<file path="config.mk">
export PLATFORM = sky130hd
export DESIGN_NAME = key_matrix_tap_hold_scanner_flat
export DESIGN_NICKNAME = d
export VERILOG_FILES = /design/src/rtl/core/kmts_pkg.sv /design/src/rtl/core/kmts_in_if.sv /design/src/rtl/core/kmts_out_if.sv /design/src/rtl/core/kmts_ram.sv /design/src/rtl/core/kmts_queue.sv /design/src/rtl/core/kmts_front.sv /design/src/rtl/core/kmts_back.sv /design/src/rtl/core/key_matrix_tap_hold_scanner.sv /design/src/flat_wrapper.sv
export VERILOG_INCLUDE_DIRS = /design/src /design/src/rtl/core
export SDC_FILE = /design/constraint.sdc
export NUM_CORES = 1
export LEC_CHECK = 0
export ABC_AREA = 1
export BUFFER_PORTS_ARGS = -buffer_cell sky130_fd_sc_hd__buf_2
export CELL_PAD_IN_SITES_DETAIL_PLACEMENT = 1
export CELL_PAD_IN_SITES_GLOBAL_PLACEMENT = 1
export CORE_MARGIN = 10
export CORE_UTILIZATION = 45
export DETAILED_ROUTE_END_ITERATION = 8
export GPL_ROUTABILITY_DRIVEN = 0
export PLACE_DENSITY = 0.8
export RECOVER_POWER = 50
export SLEW_MARGIN = 30
export SYNTH_ARGS = -nofsm -noshare
export SYNTH_HDL_FRONTEND = slang
export SYNTH_HIERARCHICAL = 1
export SYNTH_SLANG_ARGS = --single-unit
</file>
<file path="constraint.sdc">
create_clock -name clk -period 4.9 [get_ports clk]
set_clock_uncertainty 0.05 [all_clocks]
set_input_delay 0.245 -clock clk [delete_from_list [all_inputs] [get_ports clk]]
set_output_delay 0.245 -clock clk [all_outputs]
set_load 0.01 [all_outputs]
</file>
<file path="src/rtl/core/key_matrix_tap_hold_scanner_macros.svh">
// ----------------------------------------------------------------------------
// Key matrix tap/hold scanner: assertion macros
// Both macros assume a clock named clk and an active-low reset named rst_n
// in the scope where they are used.
// ----------------------------------------------------------------------------
`ifndef KEY_MATRIX_TAP_HOLD_SCANNER_MACROS_SVH
`define KEY_MATRIX_TAP_HOLD_SCANNER_MACROS_SVH

`ifndef NO_ASSERTIONS

// same-cycle implication
`define KMTS_ASSERT_IMPL(lbl, ante, cons, msg) \
  lbl: assert property (@(posedge clk) disable iff (!rst_n) (ante) |-> (cons)) \
    else $error(msg);

// next-cycle implication
`define KMTS_ASSERT_NEXT(lbl, ante, cons, msg) \
  lbl: assert property (@(posedge clk) disable iff (!rst_n) (ante) |=> (cons)) \
    else $error(msg);

`else

`define KMTS_ASSERT_IMPL(lbl, ante, cons, msg)
`define KMTS_ASSERT_NEXT(lbl, ante, cons, msg)

`endif

`endif

</file>
<file path="src/rtl/core/kmts_pkg.sv">
// ----------------------------------------------------------------------------
// kmts_pkg
// Shared types and constants of the key matrix tap/hold scanner.
// ----------------------------------------------------------------------------
package kmts_pkg;

  // default matrix size
  localparam int COLS_DEF = 8;
  localparam int ROWS_DEF = 4;

  // at most this many rows are scanned per column
  localparam int MAX_ROWS = 4;

  // field widths
  localparam int CNT_W     = 4;
  localparam int SCOL_W    = 3;
  localparam int ECOL_W    = 5;
  localparam int EROW_W    = 2;
  localparam int CFG_DATA_W = 32;
  localparam int CFG_ADDR_W = 4;

  // depth of the queue between front and back
  localparam int QUEUE_DEPTH = 2;

  // register reset values
  localparam logic [CNT_W-1:0] COL_OFFSET_RST   = 4'd0;
  localparam logic [CNT_W-1:0] HOLD_COUNT_RST   = 4'd4;
  localparam logic [CNT_W-1:0] REPEAT_AFTER_RST = 4'd7;

  // register indexes (paddr[3:2])
  typedef enum logic [1:0] {
    REG_COL_OFFSET   = 2'd0,
    REG_HOLD_COUNT   = 2'd1,
    REG_REPEAT_AFTER = 2'd2,
    REG_NONE         = 2'd3
  } reg_idx_t;

  typedef logic [CNT_W-1:0] cnt_t;

  // configuration seen by the front
  typedef struct packed {
    cnt_t col_offset;
    cnt_t hold_count;
    cnt_t repeat_after;
  } cfg_t;

  // one column's worth of events: output column and the rows that fire
  typedef struct packed {
    logic [ECOL_W-1:0]   col;
    logic [MAX_ROWS-1:0] mask;
  } evt_grp_t;

endpackage

</file>
<file path="src/rtl/core/kmts_in_if.sv">
// ----------------------------------------------------------------------------
// kmts_in_if
// Column reading channel: valid/ready with column index and row sense bits.
// ----------------------------------------------------------------------------
interface kmts_in_if;
  logic                          valid;
  logic                          ready;
  logic [kmts_pkg::SCOL_W-1:0]   scan_column;
  logic [kmts_pkg::MAX_ROWS-1:0] row_bits;

  modport source (output valid, output scan_column, output row_bits, input ready);
  modport sink   (input valid, input scan_column, input row_bits, output ready);
endinterface

</file>
<file path="src/rtl/core/kmts_out_if.sv">
// ----------------------------------------------------------------------------
// kmts_out_if
// Key event channel: valid/ready with event column, row and last flag.
// ----------------------------------------------------------------------------
interface kmts_out_if;
  logic                        valid;
  logic                        ready;
  logic [kmts_pkg::ECOL_W-1:0] event_col;
  logic [kmts_pkg::EROW_W-1:0] event_row;
  logic                        last;

  modport source (output valid, output event_col, output event_row, output last,
                  input ready);
  modport sink   (input valid, input event_col, input event_row, input last,
                  output ready);
endinterface

</file>
<file path="src/rtl/core/kmts_ram.sv">
// ----------------------------------------------------------------------------
// kmts_ram
// Generic single-write, single-read RAM with registered read data.
// ----------------------------------------------------------------------------
module kmts_ram #(
  parameter int WIDTH = 16,
  parameter int DEPTH = 8,
  localparam int AW   = (DEPTH > 1) ? $clog2(DEPTH) : 1
) (
  input  logic             clk,
  input  logic             we,
  input  logic [AW-1:0]    waddr,
  input  logic [WIDTH-1:0] wdata,
  input  logic             re,
  input  logic [AW-1:0]    raddr,
  output logic [WIDTH-1:0] rdata_r
);

  logic [WIDTH-1:0] mem_r [DEPTH];

  // write port
  always_ff @(posedge clk) begin
    if (we) begin
      mem_r[waddr] <= wdata;
    end
  end

  // read port, old data on a same-address write
  always_ff @(posedge clk) begin
    if (re) begin
      rdata_r <= mem_r[raddr];
    end
  end

endmodule

</file>
<file path="src/rtl/core/kmts_queue.sv">
// ----------------------------------------------------------------------------
// kmts_queue
// Short FIFO of event groups between the front and the back.
// ----------------------------------------------------------------------------
module kmts_queue #(
  parameter int DEPTH = kmts_pkg::QUEUE_DEPTH
) (
  input  logic               clk,
  input  logic               rst_n,
  input  logic               push,
  input  kmts_pkg::evt_grp_t push_grp,
  output logic               push_ready,
  input  logic               pop,
  output logic               head_vld,
  output kmts_pkg::evt_grp_t head_grp
);

  localparam int PW = (DEPTH > 1) ? $clog2(DEPTH) : 1;
  localparam int CW = $clog2(DEPTH + 1);
  localparam logic [CW-1:0] FULL   = CW'(DEPTH);
  localparam logic [PW-1:0] LAST_P = PW'(DEPTH - 1);

  kmts_pkg::evt_grp_t slot_r [DEPTH];
  logic [PW-1:0] wptr_r, wptr_nxt;
  logic [PW-1:0] rptr_r, rptr_nxt;
  logic [CW-1:0] cnt_r,  cnt_nxt;
  logic          do_push, do_pop;

  assign push_ready = (cnt_r != FULL);
  assign head_vld   = (cnt_r != '0);
  assign head_grp   = slot_r[rptr_r];
  assign do_push    = push && push_ready;
  assign do_pop     = pop && head_vld;

  // pointer and fill count update
  always_comb begin
    wptr_nxt = wptr_r;
    rptr_nxt = rptr_r;
    cnt_nxt  = cnt_r;
    if (do_push) begin
      wptr_nxt = (wptr_r == LAST_P) ? '0 : wptr_r + PW'(1);
    end
    if (do_pop) begin
      rptr_nxt = (rptr_r == LAST_P) ? '0 : rptr_r + PW'(1);
    end
    if (do_push && !do_pop) begin
      cnt_nxt = cnt_r + CW'(1);
    end else if (!do_push && do_pop) begin
      cnt_nxt = cnt_r - CW'(1);
    end
  end

  always_ff @(posedge clk) begin
    if (!rst_n) begin
      wptr_r <= '0;
      rptr_r <= '0;
      cnt_r  <= '0;
    end else begin
      wptr_r <= wptr_nxt;
      rptr_r <= rptr_nxt;
      cnt_r  <= cnt_nxt;
    end
  end

  // storage
  always_ff @(posedge clk) begin
    if (do_push) begin
      slot_r[wptr_r] <= push_grp;
    end
  end

endmodule

</file>
<file path="src/rtl/core/kmts_front.sv">
// ----------------------------------------------------------------------------
// kmts_front
// Accepts column readings, reads the column's press counters from RAM,
// updates them and hands the set of firing rows to the queue.
// ----------------------------------------------------------------------------
module kmts_front #(
  parameter int COLS = kmts_pkg::COLS_DEF,
  parameter int ROWS = kmts_pkg::ROWS_DEF
) (
  input  logic               clk,
  input  logic               rst_n,
  kmts_in_if.sink            in_bus,
  input  kmts_pkg::cfg_t     cfg,
  output logic               grp_push,
  output kmts_pkg::evt_grp_t grp,
  input  logic               grp_ready
);

  // rows actually scanned and counter row layout
  localparam int RS   = (ROWS < kmts_pkg::MAX_ROWS) ? ROWS : kmts_pkg::MAX_ROWS;
  localparam int CNTW = kmts_pkg::CNT_W;
  localparam int RW   = RS * CNTW;
  localparam int CW   = (COLS > 1) ? $clog2(COLS) : 1;
  localparam int IW   = kmts_pkg::SCOL_W + 1;
  localparam logic [IW:0] COLS_V = (IW + 1)'(COLS);

  logic [COLS-1:0]                 vld_r;
  logic                            s1_vld_r;
  logic [kmts_pkg::SCOL_W-1:0]     s1_col_r;
  logic [kmts_pkg::MAX_ROWS-1:0]   s1_bits_r;
  logic                            s1_init_r;
  logic                            fwd_hit_r;
  logic [RW-1:0]                   fwd_data_r;

  logic [IW-1:0]                   in_col_x, s1_col_x;
  logic [CW-1:0]                   in_idx, s1_idx;
  logic                            in_range, accept, s1_go;
  logic [RW-1:0]                   ram_rdata, cur_row, new_row;
  logic [kmts_pkg::MAX_ROWS-1:0]   emit;
  kmts_pkg::cnt_t                  cap;

  assign in_col_x = {1'b0, in_bus.scan_column};
  assign s1_col_x = {1'b0, s1_col_r};
  assign in_idx   = in_col_x[CW-1:0];
  assign s1_idx   = s1_col_x[CW-1:0];
  assign in_range = ({1'b0, in_col_x} < COLS_V);

  // stage 1 moves on when nothing fires or the queue has room
  assign s1_go        = s1_vld_r && ((emit == '0) || grp_ready);
  assign in_bus.ready = !s1_vld_r || s1_go;
  assign accept       = in_bus.valid && in_bus.ready;

  // counter row storage, one entry per column
  kmts_ram #(
    .WIDTH (RW),
    .DEPTH (COLS)
  ) u_cnt_ram (
    .clk     (clk),
    .we      (s1_go),
    .waddr   (s1_idx),
    .wdata   (new_row),
    .re      (accept),
    .raddr   (in_idx),
    .rdata_r (ram_rdata)
  );

  // current counters: forwarded write, RAM data, or reset value
  always_comb begin
    if (fwd_hit_r) begin
      cur_row = fwd_data_r;
    end else if (s1_init_r) begin
      cur_row = ram_rdata;
    end else begin
      cur_row = '0;
    end
  end

  // saturation point: repeat_after + 1, held at 15
  assign cap = (cfg.repeat_after == '1) ? '1 : cfg.repeat_after + CNTW'(1);

  // per-key count update and event decision
  always_comb begin
    kmts_pkg::cnt_t c;
    emit    = '0;
    new_row = cur_row;
    for (int r = 0; r < RS; r++) begin
      c = cur_row[r*CNTW +: CNTW];
      if (s1_bits_r[r]) begin
        if (c < cap) begin
          c = c + CNTW'(1);
        end
        emit[r] = (c == cfg.hold_count) || (c > cfg.repeat_after);
      end else if (c != '0) begin
        emit[r] = (c < cfg.hold_count);
        c = '0;
      end
      new_row[r*CNTW +: CNTW] = c;
    end
  end

  assign grp_push = s1_go && (emit != '0);
  assign grp.col  = kmts_pkg::ECOL_W'(s1_col_r) + kmts_pkg::ECOL_W'(cfg.col_offset);
  assign grp.mask = emit;

  // stage 1 control
  always_ff @(posedge clk) begin
    if (!rst_n) begin
      s1_vld_r <= 1'b0;
      vld_r    <= '0;
    end else begin
      if (accept) begin
        s1_vld_r <= in_range;
      end else if (s1_go) begin
        s1_vld_r <= 1'b0;
      end
      if (s1_go) begin
        vld_r[s1_idx] <= 1'b1;
      end
    end
  end

  // stage 1 payload and write forwarding
  always_ff @(posedge clk) begin
    if (accept) begin
      s1_col_r   <= in_bus.scan_column;
      s1_bits_r  <= in_bus.row_bits;
      s1_init_r  <= vld_r[in_idx];
      fwd_hit_r  <= s1_go && (s1_col_r == in_bus.scan_column);
      fwd_data_r <= new_row;
    end
  end

endmodule

</file>
<file path="src/rtl/core/kmts_back.sv">
// ----------------------------------------------------------------------------
// kmts_back
// Takes event groups from the queue and sends one event per beat,
// lowest row first, flagging the last one of the group.
// ----------------------------------------------------------------------------
module kmts_back (
  input  logic               clk,
  input  logic               rst_n,
  input  logic               head_vld,
  input  kmts_pkg::evt_grp_t head_grp,
  output logic               pop,
  kmts_out_if.source         out_bus
);

  logic                          bk_vld_r, bk_vld_nxt;
  kmts_pkg::evt_grp_t            bk_grp_r, bk_grp_nxt;
  logic [kmts_pkg::MAX_ROWS-1:0] rest;
  logic [kmts_pkg::EROW_W-1:0]   row_sel;
  logic                          is_last, beat;

  // lowest pending row
  always_comb begin
    row_sel = '0;
    for (int r = kmts_pkg::MAX_ROWS - 1; r >= 0; r--) begin
      if (bk_grp_r.mask[r]) begin
        row_sel = kmts_pkg::EROW_W'(r);
      end
    end
  end

  assign rest    = bk_grp_r.mask & (bk_grp_r.mask - kmts_pkg::MAX_ROWS'(1));
  assign is_last = (rest == '0);
  assign beat    = out_bus.valid && out_bus.ready;
  assign pop     = head_vld && (!bk_vld_r || (beat && is_last));

  assign out_bus.valid     = bk_vld_r;
  assign out_bus.event_col = bk_grp_r.col;
  assign out_bus.event_row = row_sel;
  assign out_bus.last      = is_last;

  // working group update
  always_comb begin
    bk_vld_nxt = bk_vld_r;
    bk_grp_nxt = bk_grp_r;
    if (pop) begin
      bk_vld_nxt = 1'b1;
      bk_grp_nxt = head_grp;
    end else if (beat) begin
      bk_vld_nxt      = !is_last;
      bk_grp_nxt.mask = rest;
    end
  end

  always_ff @(posedge clk) begin
    if (!rst_n) begin
      bk_vld_r <= 1'b0;
    end else begin
      bk_vld_r <= bk_vld_nxt;
    end
  end

  always_ff @(posedge clk) begin
    bk_grp_r <= bk_grp_nxt;
  end

endmodule

</file>
<file path="src/rtl/core/key_matrix_tap_hold_scanner.sv">
// ----------------------------------------------------------------------------
// key_matrix_tap_hold_scanner
// Column-reading key scanner with per-key press counters, hold/repeat
// events and short-press (tap) events on release.
//
//   channel   | dir | handshake         | payload
//   ----------+-----+-------------------+--------------------------------
//   in_bus    | in  | valid/ready       | scan_column[2:0], row_bits[3:0]
//   out_bus   | out | valid/ready       | event_col[4:0], event_row[1:0], last
//   cfg (APB) | in  | psel/penable      | paddr[3:0], pwdata/prdata[31:0]
//
// A reading is taken every cycle while the counter stage is free; it sees its
// counters in the next cycle from the counter RAM, which bounds the front at one
// reading per cycle. Events leave one per beat, at most 4 from one reading.
// The front stalls only when the event queue is full; the back stalls only on
// out_bus.ready. Reset is synchronous; counter RAM needs no clearing pass, a
// valid bit per column stands in for zero.
// ----------------------------------------------------------------------------
`include "key_matrix_tap_hold_scanner_macros.svh"

module key_matrix_tap_hold_scanner #(
  parameter int COLS = kmts_pkg::COLS_DEF,
  parameter int ROWS = kmts_pkg::ROWS_DEF
) (
  input  logic                              clk,
  input  logic                              rst_n,
  kmts_in_if.sink                           in_bus,
  kmts_out_if.source                        out_bus,
  input  logic                              psel,
  input  logic                              penable,
  input  logic                              pwrite,
  input  logic [kmts_pkg::CFG_ADDR_W-1:0]   paddr,
  input  logic [kmts_pkg::CFG_DATA_W-1:0]   pwdata,
  output logic [kmts_pkg::CFG_DATA_W-1:0]   prdata,
  output logic                              pready
);

  kmts_pkg::cfg_t     cfg_r;
  kmts_pkg::reg_idx_t reg_sel;
  logic               cfg_wr;
  logic               q_push, q_ready, q_pop, q_vld;
  kmts_pkg::evt_grp_t q_in_grp, q_head_grp;

  // configuration registers
  assign pready  = 1'b1;
  assign reg_sel = kmts_pkg::reg_idx_t'(paddr[3:2]);
  assign cfg_wr  = psel && penable && pwrite && pready;

  always_ff @(posedge clk) begin
    if (!rst_n) begin
      cfg_r.col_offset   <= kmts_pkg::COL_OFFSET_RST;
      cfg_r.hold_count   <= kmts_pkg::HOLD_COUNT_RST;
      cfg_r.repeat_after <= kmts_pkg::REPEAT_AFTER_RST;
    end else if (cfg_wr) begin
      unique case (reg_sel)
        kmts_pkg::REG_COL_OFFSET:   cfg_r.col_offset   <= pwdata[kmts_pkg::CNT_W-1:0];
        kmts_pkg::REG_HOLD_COUNT:   cfg_r.hold_count   <= pwdata[kmts_pkg::CNT_W-1:0];
        kmts_pkg::REG_REPEAT_AFTER: cfg_r.repeat_after <= pwdata[kmts_pkg::CNT_W-1:0];
        default: ;
      endcase
    end
  end

  // register readback
  always_comb begin
    unique case (reg_sel)
      kmts_pkg::REG_COL_OFFSET:   prdata = kmts_pkg::CFG_DATA_W'(cfg_r.col_offset);
      kmts_pkg::REG_HOLD_COUNT:   prdata = kmts_pkg::CFG_DATA_W'(cfg_r.hold_count);
      kmts_pkg::REG_REPEAT_AFTER: prdata = kmts_pkg::CFG_DATA_W'(cfg_r.repeat_after);
      default:                    prdata = '0;
    endcase
  end

  // front: counters and event decision
  kmts_front #(
    .COLS (COLS),
    .ROWS (ROWS)
  ) u_front (
    .clk       (clk),
    .rst_n     (rst_n),
    .in_bus    (in_bus),
    .cfg       (cfg_r),
    .grp_push  (q_push),
    .grp       (q_in_grp),
    .grp_ready (q_ready)
  );

  // queue of pending event groups
  kmts_queue #(
    .DEPTH (kmts_pkg::QUEUE_DEPTH)
  ) u_queue (
    .clk        (clk),
    .rst_n      (rst_n),
    .push       (q_push),
    .push_grp   (q_in_grp),
    .push_ready (q_ready),
    .pop        (q_pop),
    .head_vld   (q_vld),
    .head_grp   (q_head_grp)
  );

  // back: event sequencer
  kmts_back u_back (
    .clk      (clk),
    .rst_n    (rst_n),
    .head_vld (q_vld),
    .head_grp (q_head_grp),
    .pop      (q_pop),
    .out_bus  (out_bus)
  );

  // checks
  `KMTS_ASSERT_IMPL(a_no_overflow, q_push, q_ready, "event queue overflow")
  `KMTS_ASSERT_IMPL(a_pop_has_data, q_pop, q_vld, "pop from empty event queue")
  `KMTS_ASSERT_NEXT(a_group_continues, out_bus.valid && out_bus.ready && !out_bus.last, out_bus.valid, "event group cut short")

endmodule
</file>
<file path="src/flat_wrapper.sv">
// flat-port wrapper written by rule: the top's interface ports become plain ports
module key_matrix_tap_hold_scanner_flat 
#(
  parameter int COLS = kmts_pkg::COLS_DEF,
  parameter int ROWS = kmts_pkg::ROWS_DEF
)
  (clk, rst_n, psel, penable, pwrite, paddr, pwdata, prdata, pready, in_bus_valid, in_bus_scan_column, in_bus_row_bits, in_bus_ready, out_bus_valid, out_bus_event_col, out_bus_event_row, out_bus_last, out_bus_ready);
  kmts_in_if in_bus_i ();
  kmts_out_if out_bus_i ();
  input  logic clk;
  input  logic rst_n;
  input  logic psel;
  input  logic penable;
  input  logic pwrite;
  input  logic [kmts_pkg::CFG_ADDR_W-1:0] paddr;
  input  logic [kmts_pkg::CFG_DATA_W-1:0] pwdata;
  output logic [kmts_pkg::CFG_DATA_W-1:0] prdata;
  output logic pready;
  input wire logic [$bits(in_bus_i.valid)-1:0] in_bus_valid;
  input wire logic [$bits(in_bus_i.scan_column)-1:0] in_bus_scan_column;
  input wire logic [$bits(in_bus_i.row_bits)-1:0] in_bus_row_bits;
  output wire logic [$bits(in_bus_i.ready)-1:0] in_bus_ready;
  output wire logic [$bits(out_bus_i.valid)-1:0] out_bus_valid;
  output wire logic [$bits(out_bus_i.event_col)-1:0] out_bus_event_col;
  output wire logic [$bits(out_bus_i.event_row)-1:0] out_bus_event_row;
  output wire logic [$bits(out_bus_i.last)-1:0] out_bus_last;
  input wire logic [$bits(out_bus_i.ready)-1:0] out_bus_ready;
  assign in_bus_i.valid = in_bus_valid;
  assign in_bus_i.scan_column = in_bus_scan_column;
  assign in_bus_i.row_bits = in_bus_row_bits;
  assign in_bus_ready = in_bus_i.ready;
  assign out_bus_valid = out_bus_i.valid;
  assign out_bus_event_col = out_bus_i.event_col;
  assign out_bus_event_row = out_bus_i.event_row;
  assign out_bus_last = out_bus_i.last;
  assign out_bus_i.ready = out_bus_ready;
  key_matrix_tap_hold_scanner #(.COLS(COLS), .ROWS(ROWS)) u_core (.clk(clk), .rst_n(rst_n), .in_bus(in_bus_i), .out_bus(out_bus_i), .psel(psel), .penable(penable), .pwrite(pwrite), .paddr(paddr), .pwdata(pwdata), .prdata(prdata), .pready(pready));
endmodule
</file>
Word-level counts from Yosys, hierarchy flattened. Memories as Yosys holds them, arrays and structs flattened. A register that Yosys moved wholly into a read port is not among the register bits. Index checks and enable logic that the tools add are counted.

Add/subtract/negate cells: 11. Order comparisons: 16. Equality and inequality tests: 9. Mux-type cells: 52. Bitwise operators: 2. Reduce and logical (&&, ||, !) cells: 41.

Operators by type and width (count): 4-bit 2-to-1 mux (19); 4-bit < comparator (8); 16-bit 2-to-1 mux (2); 1-bit 2-to-1 mux (22); 4-bit by 1-bit adder with 4-bit output, second input constant (5); 4-bit nonzero test (5); 4-bit equality test (4); 4-bit greater-than comparator (4); 1-bit logical AND (14); 3-bit by 4-bit < comparator with 1-bit output, second input constant (3); 2-bit 2-to-1 mux (6); 4-bit case mux with 3 select lines (1); 4-bit logical NOT (2); 8-bit bitwise OR (1); 2-bit nonzero test (4); 1-bit logical OR (7); 2-bit AND reduction (3); 3-bit by 4-bit adder with 5-bit output (1); 1-bit logical NOT (5); 4-bit bitwise AND (1); 4-bit equality test, second input constant (1); 4-bit by 1-bit subtractor with 4-bit output, second input constant (1); 1-bit binary-select mux with 3-bit select (1); 1-bit demux with 3-bit select (1); other kinds (9) (10).

Register bits after elaboration: 60. Bits in writable memories: 146. Input port bits: 50. Output and inout bits: 43. Word-level logic and storage cells: 149. Memories kept: 2.

Memories: u_core.u_front.u_cnt_ram.mem_r (words 8, width 16, read ports 1, clocked after memory_dff 1, write ports 1, line kmts_ram.sv:19) `logic [WIDTH-1:0] mem_r [DEPTH];`; u_core.u_queue.slot_r (words 2, width 9, read ports 1, clocked after memory_dff 1, write ports 1, line kmts_queue.sv:23) `kmts_pkg::evt_grp_t slot_r [DEPTH];`.

Longest topological paths before layout. Gate-level depths: netlist of the first run.

Depth after elaboration: 17. Depth in mapped cells: 37. Mapped depth without buffers: 37.

Hierarchy. Netlist of the first run, hierarchy kept.

Modules (own cells, without submodules): kmts_ram (times used 1, cells each 587, area an instance 6149.6 um2, seq. area each 4324.1 um2); kmts_front (times used 1, cells each 572, area an instance 3716.1 um2, seq. area each 930.9 um2); kmts_queue (times used 1, cells each 65, area an instance 904.6 um2, seq. area each 640.6 um2); key_matrix_tap_hold_scanner (times used 1, cells each 124, area an instance 844.6 um2, seq. area each 240.2 um2); kmts_back (times used 1, cells each 47, area an instance 489.2 um2, seq. area each 290.3 um2).

Worst setup path after synthesis of the first run. Ideal clock, no wire load.

Path type: reg2reg. Start point: register u_core.u_front.fwd_hit_r. End point: memory u_core.u_front.u_cnt_ram.mem_r[1][0], enable pin. Setup time: 0.388 ns. Data arrival time: 3.804 ns. Required time: 4.462 ns. Slack: 0.658 ns. Stages on the path, launching flop included: 28. Buffers on the path: 1. Clock period less this slack: 4.242 ns. Cells stage by stage: edfxtp_1 -> inv_2 -> buf_4 -> nand2_1 -> o21ai_2 -> ha_1 -> nand2_1 -> nand2_1 -> nand2_2 -> nand2_2 -> nand2_1 -> nand2_1 -> ha_1 -> inv_1 -> nor2_1 -> o21bai_1 -> nand2_1 -> o21ai_0 -> nand2_1 -> nand2_1 -> nand2_1 -> nor2_1 -> nand2_2 -> nand2_4 -> nand2_2 -> inv_2 -> nand2_1 -> nor2_1.

RTL lines: start: declaration (line kmts_front.sv:32) `logic fwd_hit_r;`; start signal: assignment (line kmts_front.sv:128) `fwd_hit_r <= s1_go && (s1_col_r == in_bus.scan_column);`; end: declaration (line kmts_ram.sv:19).

==> flow_metrics.env, run 1 <==
export IMPL_status="complete, but fails checks"
export IMPL_synth_top_flop_cell="edfxtp_1"
export IMPL_max_cap_viol_count=2
export IMPL_avgSynthCellArea_sq_um=8.68
export IMPL_cp_slowest_cell="edfxtp_1"
export IMPL_first_global_vias=9824
export IMPL_syn_inst=1395
export IMPL_grt_pass1_wl_um=51200
export IMPL_start_util=0.461
export IMPL_drc_errors=0
export IMPL_syn_area_sq_mm=0.0121
export IMPL_ys_ff_latch=223
export IMPL_fmax_mhz=222
export IMPL_ys_seq_area_frac=0.531
export IMPL_ys_warnings_count=6
export IMPL_nets=1541
export IMPL_arrival_ps=4660
export IMPL_cts_buffers=25
export IMPL_vias_per_cell=5.18
export IMPL_postLayoutSetupSlackWorst_ps=390
export IMPL_antenna_found_initial=0
export IMPL_holdWs_ps=51.4
export IMPL_finalHoldViolCount=0
export IMPL_grt_usage=0.188
export IMPL_setup_viol=0
export IMPL_clk_pin_slew_worst_paths_ps=60
export IMPL_pre_cts_ws_ps=360
export IMPL_core_sq_mm=0.0263
export IMPL_drv_slew=111
export IMPL_placement_io_buffers=33
export IMPL_slew_headroom=-1.25
export IMPL_powerDensity_mw_per_mm2=419
export IMPL_num_rows=59
export IMPL_layoutNonFillerInstCount=1799
export IMPL_area_growth_pct=10.3
export IMPL_final_period_utilization=0.920
export IMPL_grt_max_degree=72
export IMPL_worstMarginPinSlew_ps=3380
export IMPL_drt_first_iter_violations=601
export IMPL_violations="max-capacitance violations, max-slew violations"
export IMPL_vias=9324
export IMPL_total_power_mw=5.59
export IMPL_ant_nets=0
export IMPL_fin_crit_ps=4510
export IMPL_firstDrtPassIters=4
export IMPL_critPathKind="reg -> reg"
export IMPL_ys_async_sr_fraction=0
export IMPL_root_buffer="clkbuf_16"
export IMPL_clock_latency_ps=530
export IMPL_io_pins=93
export IMPL_htree_levels=1
export IMPL_dpl_cell_count=1744
export IMPL_cts_tree="yes"
export IMPL_cp_start_kind="flip-flop"
export IMPL_clock_path_buffers=3
export IMPL_die_w_um=184
export IMPL_end_kind="flip-flop"
export IMPL_synth_distinct_cells=42
export IMPL_crit_top_cell="nand2_1"
export IMPL_leakage_nw=6.20
export IMPL_synth_enable_flop_cells=196
export IMPL_die_h_um=184
export IMPL_diodes=0
export IMPL_drive_gt1_frac=0.0847
export IMPL_peakVddDrop_v=0.000303
export IMPL_cpPeakStageDelay_ps=440
export IMPL_worstPathRequired_ps=5050
export IMPL_wirelength_um=32400
export IMPL_wl_per_cell_um=18.0
export IMPL_hp_class="in -> reg"
export IMPL_dp_hpwl_um=22100
export IMPL_die_area_sq_mm=0.0339
export IMPL_critPathMaxFanout=16
export IMPL_grt_overflow=0
export IMPL_cts_sinks=223
==> layout by cell type (no fill, tap or decap), types with 26 or more instances in the layout <==
cell      netlist  routed
nand2_1       439     441
inv_1         226     225
edfxtp_1      196     196
nand3_1       164     164
nor2_1         71      73
ha_1           45      45
a21oi_1        37      37
conb_1          2      29
clkbuf_1        1      27
dfxtp_1        27      26
==> state kept, by name, summed over array words and instances, names as in the netlist, named ones only <==
| name | flops |
|---|---|
| u_core/u_front/u_cnt_ram/mem_r | 128 |
| u_core/u_queue/slot_r | 18 |
| u_core/u_front/fwd_data_r | 16 |
| u_core/u_front/u_cnt_ram/rdata_r | 16 |
| u_core/cfg_r | 12 |
| u_core/u_front/vld_r | 8 |
| u_core/u_back/out_bus.event_col | 5 |
| u_core/u_back/bk_grp_r | 4 |
| u_core/u_front/s1_bits_r | 4 |
| u_core/u_front/s1_col_r | 3 |
| u_core/u_queue/cnt_r | 2 |
| u_core/u_back/out_bus.valid | 1 |
| u_core/u_front/fwd_hit_r | 1 |
| u_core/u_front/s1_init_r | 1 |
| u_core/u_front/s1_vld_r | 1 |
| u_core/u_queue/rptr_r | 1 |
| u_core/u_queue/wptr_r | 1 |
==> metal layers <==
layer	vias up	wire length [um]	part of all wire	global-route usage
li1	4533	-	-	-
met1	4590	13800	0.42	0.224
met2	151	16600	0.51	0.349
met3	50	1290	0.040	0.0237
met4	0	745	0.023	0.0479
met5	-	0	0	0
==> cell usage after synthesis, types with 2 or more instances <==
library cell	n	share of area
nor2_4	3	0.0028
mux2_2	9	0.0084
nand2_4	5	0.0047
buf_4	40	0.025
inv_2	15	0.0047
o2111ai_1	4	0.0029
a21oi_1	37	0.015
nand3_2	2	0.0017
o21bai_1	4	0.0025
buf_2	15	0.0062
a21oi_2	4	0.0029
a31oi_1	5	0.0026
dfxtp_1	27	0.045
nor2_1	71	0.022
nand2_2	12	0.0062
nand4_1	9	0.0047
o21ai_0	19	0.0079
inv_1	226	0.070
nor3_1	9	0.0037
ha_1	45	0.047
edfxtp_1	196	0.49
nor2_2	7	0.0036
buf_6	8	0.0074
nand2_1	439	0.14
o21a_1	2	0.0012
nand3_1	164	0.068
conb_1	2	0.00062
o21ai_1	2	0.00083
==> worst max-delay path: cells and delay by family, from the launching register on <==
| family | cells | cell delay [ps] |
|---|---|---|
| DFF | 1 | 440 |
| and+or+nand+nor | 18 | 1840 |
| buffers and inverters | 5 | 840 |
| AOI/OAI and AO/OA | 3 | 430 |
| adders and majority gates | 2 | 590 |
==> area by class of cell <==
type                            count  area, sq um
Multi-Input combinational cell    892         4390
Inverter                          243          918
Sequential cell                   223         6430
Timing Repair Buffer               60          368
Fill cell                        3130        12900
Tap cell                          335          419
Clock inverter                     12          121
Clock buffer                       34          699
==> power by group <==
| part | switching [mW] | total, mW | internal, mW |
|---|---|---|---|
| clock | 0.759 | 1.87 | 1.11 |
| combinational | 0.912 | 1.30 | 0.387 |
| sequential | 0.0877 | 2.43 | 2.34 |
==> cell families (layout without fill, tap and decap cells) <==
logic type | Yosys count | after routing | synth area share
and+or+nand+nor | 724 | 724 | 0.256
muxes | 9 | 9 | 0.00837
adders and majority gates | 46 | 46 | 0.0482
buffers and inverters | 307 | 349 | 0.114
DFF | 223 | 223 | 0.531
AOI/OAI and AO/OA | 82 | 82 | 0.0399
other | 2 | 29 | 0.000620
xor gates and xnor gates | 2 | 2 | 0.00145
==> what timing repair did <==
item,4_1_cts,5_1_grt
setup endpoints to repair,0,148
resized for setup,0,6
endpoints found under the hold margin,9,0
buffers inserted,0,1
hold buffers,8,0
==> worst paths after layout <==
check	start	end	slack [ps]	cells after the start
max reg2reg	u_core/u_front/fwd_hit_r$_DFFE_PP_	u_core/u_front/u_cnt_ram/mem_r[5][11]$_DFFE_PP_	390	28
min	rst_n	u_core/cfg_r[1]$_SDFFE_PN1P_	50	2
max	u_core/u_front/fwd_hit_r$_DFFE_PP_	u_core/u_front/u_cnt_ram/mem_r[5][11]$_DFFE_PP_	390	28
min reg2reg	u_core/u_front/vld_r[3]$_SDFFE_PN0P_	u_core/u_front/vld_r[3]$_SDFFE_PN0P_	400	2
==> stage by stage <==
stage | util | TNS [ps] | instance area, sq um
finish | 0.508 | 0 | 13300
global route | 0.508 | -612 | 13300
CTS | 0.509 | 0 | 13400
detailed placement | 0.475 | 0 | 12500
global placement | 0.474 | 0 | 12500
floorplan | - | 0 | 12200
(Power assumes the default switching activity.)
==> inputs of run 2 (changes only) <==
- BUFFER_PORTS_ARGS: -buffer_cell sky130_fd_sc_hd__buf_2 -> unset
- DONT_BUFFER_PORTS: unset -> 1
- GPL_ROUTABILITY_DRIVEN: 0 -> unset
- PLACE_DENSITY: 0.8 -> 0.76
==> run 2 against run 1 <==
- sequential share of layout area is 0.094 points lower
- sequential power about the same
- via count down 1.9%
- clock power decreased by 5%
- the flow now finishes without violations
- global-route usage about the same
==> flow_metrics.env, run 2 (synthesis results as in run 1) <==
export IMPL_finalHoldViolCount=0
export IMPL_ff2ff_setup_slack_ps=370
export IMPL_drv_slew=0
export IMPL_cpPeakStageDelay_ps=470
export IMPL_holdPathStages=4
export IMPL_wirelength_um=31700
export IMPL_layoutNonFillerInstCount=1786
export IMPL_pwr_share_seq=0.447
export IMPL_p_sw_frac=0.316
export IMPL_dp_hpwl_um=21500
export IMPL_critPathMaxFanout=9
export IMPL_stdcell_area_sq_mm=0.0134
export IMPL_status="finished, final reports clean"
export IMPL_arrival_ps=4950
export IMPL_final_common_cell="nand2_1"
export IMPL_ant_nets=0
export IMPL_drive_gt1_frac=0.0766
export IMPL_r2r_cells=34
export IMPL_r2r_start="u_core/u_front/s1_init_r$_DFFE_PP_"
export IMPL_wl_per_cell_um=17.8
export IMPL_cts_buffers=25
export IMPL_placement_io_buffers=0
export IMPL_peakVddDrop_v=0.000244
export IMPL_die_h_um=184
export IMPL_firstDrtPassIters=4
export IMPL_holdWs_ps=19.3
export IMPL_startpoint="u_core/u_front/s1_init_r$_DFFE_PP_"
export IMPL_fin_util=0.509
export IMPL_reg_top3="u_core/u_front/u_cnt_ram/mem_r: 128 flops, u_core/u_queue/slot_r: 18 flops"
export IMPL_worstPathRequired_ps=5320
export IMPL_postLayoutSetupSlackWorst_ps=370
export IMPL_fill_cells=3101
export IMPL_cp_slowest_cell="edfxtp_1"
export IMPL_start_util=0.461
export IMPL_cts_sinks=223
export IMPL_worstMarginPinSlew_ps=1220
export IMPL_placed_area_sq_mm=0.0124
export IMPL_vias=9145
export IMPL_total_power_mw=5.47
export IMPL_vias_per_cell=5.12
export IMPL_gp_congestion=0.860
export IMPL_core_sq_mm=0.0263
export IMPL_intPower_mw=3.74
export IMPL_fin_crit_ps=4530
export IMPL_area_growth_pct=10.5
export IMPL_final_cell_mix="nand2_1 (440), inv_1 (226), edfxtp_1 (196)"
export IMPL_grt_max_degree=73
export IMPL_cts_tree="yes"
export IMPL_endpoint="u_core/u_queue/cnt_r[1]$_SDFFE_PN0P_"
export IMPL_p_switching_mw=1.73
export IMPL_hp_class="in -> reg"
export IMPL_htree_levels=1
export IMPL_root_buffer="clkbuf_16"
export IMPL_tns_ps=0
export IMPL_pwr_share_comb=0.227
export IMPL_setup_viol=0
export IMPL_dpl_cell_count=1715
export IMPL_grt_pass1_wl_um=50700
export IMPL_largest_register_ffs=128
export IMPL_num_rows=59
export IMPL_first_global_vias=9634
export IMPL_die_w_um=184
export IMPL_max_cap_viol_count=0
export IMPL_end_kind="flip-flop"
export IMPL_regMostFlops="u_core/u_front/u_cnt_ram/mem_r"
export IMPL_top_layer="met4"
export IMPL_grt_overflow=0
export IMPL_final_period_utilization=0.925
export IMPL_seq_area_sq_mm=0.00643
export IMPL_drc_errors=0
export IMPL_multi_input_area_sq_mm=0.00437
export IMPL_clock_path_buffers=3
export IMPL_wl_met2_um=16200
export IMPL_antenna_found_initial=0
export IMPL_critPathKind="reg -> reg"
export IMPL_pwr_share_clk=0.326
export IMPL_pre_cts_ws_ps=341
export IMPL_fmax_mhz=221
export IMPL_clock_latency_ps=540
export IMPL_wl_met1_um=13600
export IMPL_die_area_sq_mm=0.0339
export IMPL_cp_start_kind="flip-flop"
export IMPL_io_pins=93
export IMPL_grt_usage=0.188
export IMPL_leakage_nw=6.18
export IMPL_crit_top_cell="nand2_1"
export IMPL_rr_endpoint="u_core/u_queue/cnt_r[1]$_SDFFE_PN0P_"
export IMPL_cts_setup_buffers=0
export IMPL_routed_wl_met3_um=1060
export IMPL_clk_pin_slew_worst_paths_ps=70
export IMPL_slew_headroom=0.181
export IMPL_powerDensity_mw_per_mm2=409
export IMPL_drt_first_iter_violations=452
export IMPL_nets=1528
export IMPL_grt_setup_unrepaired="no"
-- run 2: cell types whose count changed in the layout (fill, tap and decap cells not counted), moves of 2 or more --
cell,before,now
dlygate4sd3_1,8,25
clkinv_2,3,5
buf_12,1,4
clkbuf_8,4,2
nor2_1,73,76
buf_2,13,0
nor2_2,4,2
clkbuf_1,27,9
mux2_1,2,0
clkinv_1,8,6
mux2_2,7,9
-- run 2: critical path, delay by kind of cell (launching register included) --
family | cells | cell delay, ps
compound gates | 3 | 480
flops | 1 | 470
simple gates | 21 | 1980
buf+inv | 7 | 640
fa+ha+maj | 3 | 820
-- run 2: area by class of cell --
type                            count  area share
Antenna cell                        1    0.000187
Clock buffer                       34      0.0508
Clock inverter                     11     0.00702
Inverter                          243      0.0687
Multi-Input combinational cell    892       0.327
Sequential cell                   223       0.481
Tap cell                          335      0.0313
Timing Repair Buffer               47      0.0345
-- run 2: metal layers --
| layer | vias up | GRT usage |
|---|---|---|
| li1 | 4511 | - |
| met1 | 4462 | 0.224 |
| met2 | 127 | 0.347 |
| met3 | 45 | 0.0231 |
| met4 | 0 | 0.0528 |
| met5 | - | 0 |
-- run 2: how the worst min path moves through the flow --
stage / to / slack (ps) / from
6_report: u_core/u_front/u_cnt_ram/rdata_r[12]$_DFFE_PP_ / 20 / in_bus_scan_column[1]
5_1_grt: u_core/u_front/u_cnt_ram/rdata_r[5]$_DFFE_PP_ / 20 / in_bus_scan_column[1]
4_1_cts: u_core/u_front/u_cnt_ram/rdata_r[1]$_DFFE_PP_ / 1 / in_bus_scan_column[1]
3_5_place_dp: u_core/cfg_r[6]$_SDFFE_PN1P_ / 290 / rst_n
3_3_place_gp: u_core/cfg_r[6]$_SDFFE_PN1P_ / 290 / rst_n
2_1_floorplan: u_core/u_front/s1_bits_r[0]$_DFFE_PP_ / 290 / in_bus_row_bits[0]
-- run 2: timing repair --
item	in CTS	in global routing
resized for setup	0	7
endpoints found under the hold margin	52	0
setup endpoints to repair	0	148
hold buffers	25	0
-- run 2: power groups by stage --
stage / registers (mW) / clock network (mW) / logic (mW)
after global routing: 2.46 / 1.89 / 1.42
after floorplan: 2.43 / 0 / 0.971
after CTS: 2.45 / 1.82 / 1.26
after global placement: 2.47 / 0 / 1.16
after detailed placement: 2.49 / 0 / 1.23
final: 2.45 / 1.78 / 1.24
==> inputs of run 3 (changes only) <==
- ABC_AREA: 1 -> unset
- CORE_MARGIN: 10 -> unset
- PLACE_DENSITY: 0.76 -> 0.72
==> run 3 against run 2 <==
- the run now ends with max-capacitance violations, max-slew violations left
- synthesized area fell by 2.7%
- setup slack got worse by 290 ps
- sequential cell count did not move
- critical endpoint is now u_core/u_front/u_cnt_ram/mem_r[6][3]$_DFFE_PP_
- largest power group unchanged
- combinational power rose by 6%
==> flow_metrics.env, run 3 <==
export IMPL_io_pins=93
export IMPL_dpl_cell_count=1245
export IMPL_first_global_vias=7790
export IMPL_regMostFlops="u_core/u_front/u_cnt_ram/mem_r"
export IMPL_critPathKind="reg -> reg"
export IMPL_yosysMostFrequentCell="edfxtp_1"
export IMPL_netlist_top_cells_count="edfxtp_1 (196), nand2_1 (65), ha_1 (45), inv_1 (40), nor2_1 (37)"
export IMPL_ys_ff_latch=223
export IMPL_htree_levels=1
export IMPL_powerDensity_mw_per_mm2=413
export IMPL_path_cells="buf_6 > a22oi_2 > inv_2 > ha_4 > a21boi_4 > nor4_4 > o21ai_2 > nor2_2 > a21oi_2 > ha_1 > nor2b_1 > o21a_1 > o21ai_1 > nand2b_1 > a32oi_2 > o41ai_4 > a2111oi_4 > nand3_2 > buf_6 > a21boi_4 > nand2_4 > buf_12 > nor2_4 > clkbuf_16"
export IMPL_fin_util=0.550
export IMPL_endpoint="u_core/u_front/u_cnt_ram/mem_r[6][3]$_DFFE_PP_"
export IMPL_start_util=0.464
export IMPL_yosysTopAreaCell="edfxtp_1"
export IMPL_drc_errors=0
export IMPL_finalHoldViolCount=0
export IMPL_startpoint="u_core/u_front/fwd_hit_r$_DFFE_PP_"
export IMPL_cts_buffers=25
export IMPL_synth_top_area_frac=0.500
export IMPL_synth_enable_flop_cells=196
export IMPL_die_w_um=164
export IMPL_gp_congestion=0.859
export IMPL_syn_inst=880
export IMPL_final_common_cell="edfxtp_1"
export IMPL_antenna_found_initial=0
export IMPL_cp_slowest_cell="edfxtp_1"
export IMPL_cts_sinks=223
export IMPL_final_cell_mix="edfxtp_1 (196), nand2_1 (63), buf_4 (63)"
export IMPL_worstMarginPinSlew_ps=1540
export IMPL_arrival_ps=5000
export IMPL_clock_path_buffers=3
export IMPL_grt_pass1_wl_um=43700
export IMPL_setup_viol=0
export IMPL_rr_endpoint="u_core/u_front/u_cnt_ram/mem_r[6][3]$_DFFE_PP_"
export IMPL_hp_class="in -> reg"
export IMPL_cp_start_kind="flip-flop"
export IMPL_slew_headroom=-0.0287
export IMPL_vias=7481
export IMPL_synth_distinct_cells=93
export IMPL_grt_max_degree=42
export IMPL_fmax_mhz=207
export IMPL_wirelength_um=28200
export IMPL_ant_nets=0
export IMPL_largest_register_ffs=128
export IMPL_fill_cells=2511
export IMPL_drt_first_iter_violations=525
export IMPL_die_h_um=164
export IMPL_ys_seq_area_frac=0.546
export IMPL_die_area_sq_mm=0.0268
export IMPL_tns_ps=0
export IMPL_placement_io_buffers=0
export IMPL_cp_num_cells=24
export IMPL_status="complete, but fails checks"
export IMPL_dp_hpwl_um=19000
export IMPL_cp_top_family="compound AO/OA/AOI/OAI gates"
export IMPL_root_buffer="clkbuf_16"
export IMPL_synth_top_flop_cell="edfxtp_1"
export IMPL_wl_per_cell_um=21.4
export IMPL_grt_usage=0.216
export IMPL_core_sq_mm=0.0254
export IMPL_ff2ff_setup_slack_ps=80
export IMPL_cpPeakStageDelay_ps=410
export IMPL_ys_async_sr_fraction=0
export IMPL_leakage_nw=5.20
export IMPL_crit_buf_inv=5
export IMPL_drive_gt1_frac=0.230
export IMPL_final_period_utilization=0.984
export IMPL_vias_per_cell=5.68
export IMPL_grt_setup_unrepaired="yes"
export IMPL_peakVddDrop_v=0.000441
export IMPL_end_kind="flip-flop"
export IMPL_violations="max-capacitance violations, max-slew violations"
export IMPL_area_growth_pct=18.6
export IMPL_clock_latency_ps=530
export IMPL_avgSynthCellArea_sq_um=13.4
export IMPL_reg_top3="u_core/u_front/u_cnt_ram/mem_r: 128 flops, u_core/u_queue/slot_r: 18 flops"
export IMPL_clk_pin_slew_worst_paths_ps=60
export IMPL_drv_slew=36
export IMPL_layoutNonFillerInstCount=1318
export IMPL_cts_tree="yes"
export IMPL_firstDrtPassIters=4
export IMPL_r2r_cells=24
export IMPL_synth_area_top_cells="edfxtp_1 (50%), mux4_1 (6.2%), ha_1 (4.8%)"
export IMPL_critPathMaxFanout=8
export IMPL_worstPathRequired_ps=5070
export IMPL_grt_overflow=0
export IMPL_num_rows=58
export IMPL_max_cap_viol_count=1
export IMPL_syn_area_sq_mm=0.0118
export IMPL_fin_crit_ps=4820
export IMPL_ys_warnings_count=6
export IMPL_nets=1066
export IMPL_r2r_start="u_core/u_front/fwd_hit_r$_DFFE_PP_"
export IMPL_diodes=0
[run 3: cell count changes after synthesis, moves of 13 or more]
cell	change
a21oi_1	-16
a22oi_1	+13
and2_1	+17
inv_1	-186
mux2_2	+20
mux2i_1	+15
mux4_1	+28
nand2_1	-374
nand3_1	-151
nor2_1	-34
xnor2_1	+26
[run 3: repair_timing]
action / CTS / global route
pin swaps: 7 / 19
buffers inserted: 1 / 6
gates resized for setup: 14 / 22
cloned: 1 / 1
endpoints found under the hold margin: 56 / 0
hold buffers: 20 / 0
setup endpoints to repair: 181 / 190
[run 3: stage by stage]
step	setup slack [ps]	area (sq um)	power [mW]	hold WS (ps)
global placement	-165	12700	3.70	294
global route	-134	14000	6.04	37.3
floorplan	-389	12000	3.39	294
CTS	6.84	13900	5.81	3.24
finish	77.5	14000	5.77	31.9
detailed placement	-218	12700	3.75	294
[run 3: cell families after synthesis]
| logic type | Yosys count | share of synthesized area |
|---|---|---|
| simple gates | 217 | 0.0981 |
| mux | 78 | 0.114 |
| compound gates | 171 | 0.112 |
| flops | 223 | 0.546 |
| xor+xnor | 31 | 0.0230 |
| buf+inv | 111 | 0.0560 |
| fa+ha+maj | 47 | 0.0503 |
| other cells | 2 | 0.000638 |
[run 3: per-layer routing]
| metal | share of wire | up-vias | global-route usage |
|---|---|---|---|
| met5 | 0 | - | 0 |
| met2 | 0.49 | 134 | 0.368 |
| li1 | - | 3535 | - |
| met1 | 0.46 | 3771 | 0.290 |
| met4 | 0.022 | 0 | 0.0623 |
| met3 | 0.030 | 41 | 0.0250 |
[run 3: power breakdown]
group | switching [mW] | internal [mW] | leakage [nW]
combinational | 0.733 | 0.575 | 2.72
sequential | 0.141 | 2.32 | 2.06
clock | 0.740 | 1.26 | 0.431
[run 3: cell type report]
class / instances / area [sq um] / share of cell area
sequential: 223 / 6430 / 0.460
multi-input combinational: 573 / 5070 / 0.363
timing repair buffer: 104 / 1020 / 0.0733
clock buffer: 28 / 647 / 0.0463
tap: 330 / 413 / 0.0295
clock inverter: 17 / 235 / 0.0168
inverter: 43 / 161 / 0.0116
[run 3: how the worst min path moves through the flow]
stage | startpoint | to | slack (ps) | depth (start not counted)
2_1_floorplan | in_bus_row_bits[0] | u_core/u_front/s1_bits_r[0]$_DFFE_PP_ | 290 | 0
3_3_place_gp | in_bus_row_bits[2] | u_core/u_front/s1_bits_r[2]$_DFFE_PP_ | 290 | 0
3_5_place_dp | in_bus_row_bits[3] | u_core/u_front/s1_bits_r[3]$_DFFE_PP_ | 290 | 0
4_1_cts | in_bus_scan_column[0] | u_core/u_front/fwd_hit_r$_DFFE_PP_ | 3 | 3
5_1_grt | in_bus_scan_column[2] | u_core/u_front/u_cnt_ram/rdata_r[5]$_DFFE_PP_ | 40 | 2
6_report | in_bus_scan_column[2] | u_core/u_front/fwd_hit_r$_DFFE_PP_ | 30 | 3
[run 3: tightest hold or removal path, stage by stage]
cell and delay (ps):
xnor2_1 50, nand4_1 90, a21oi_1 50
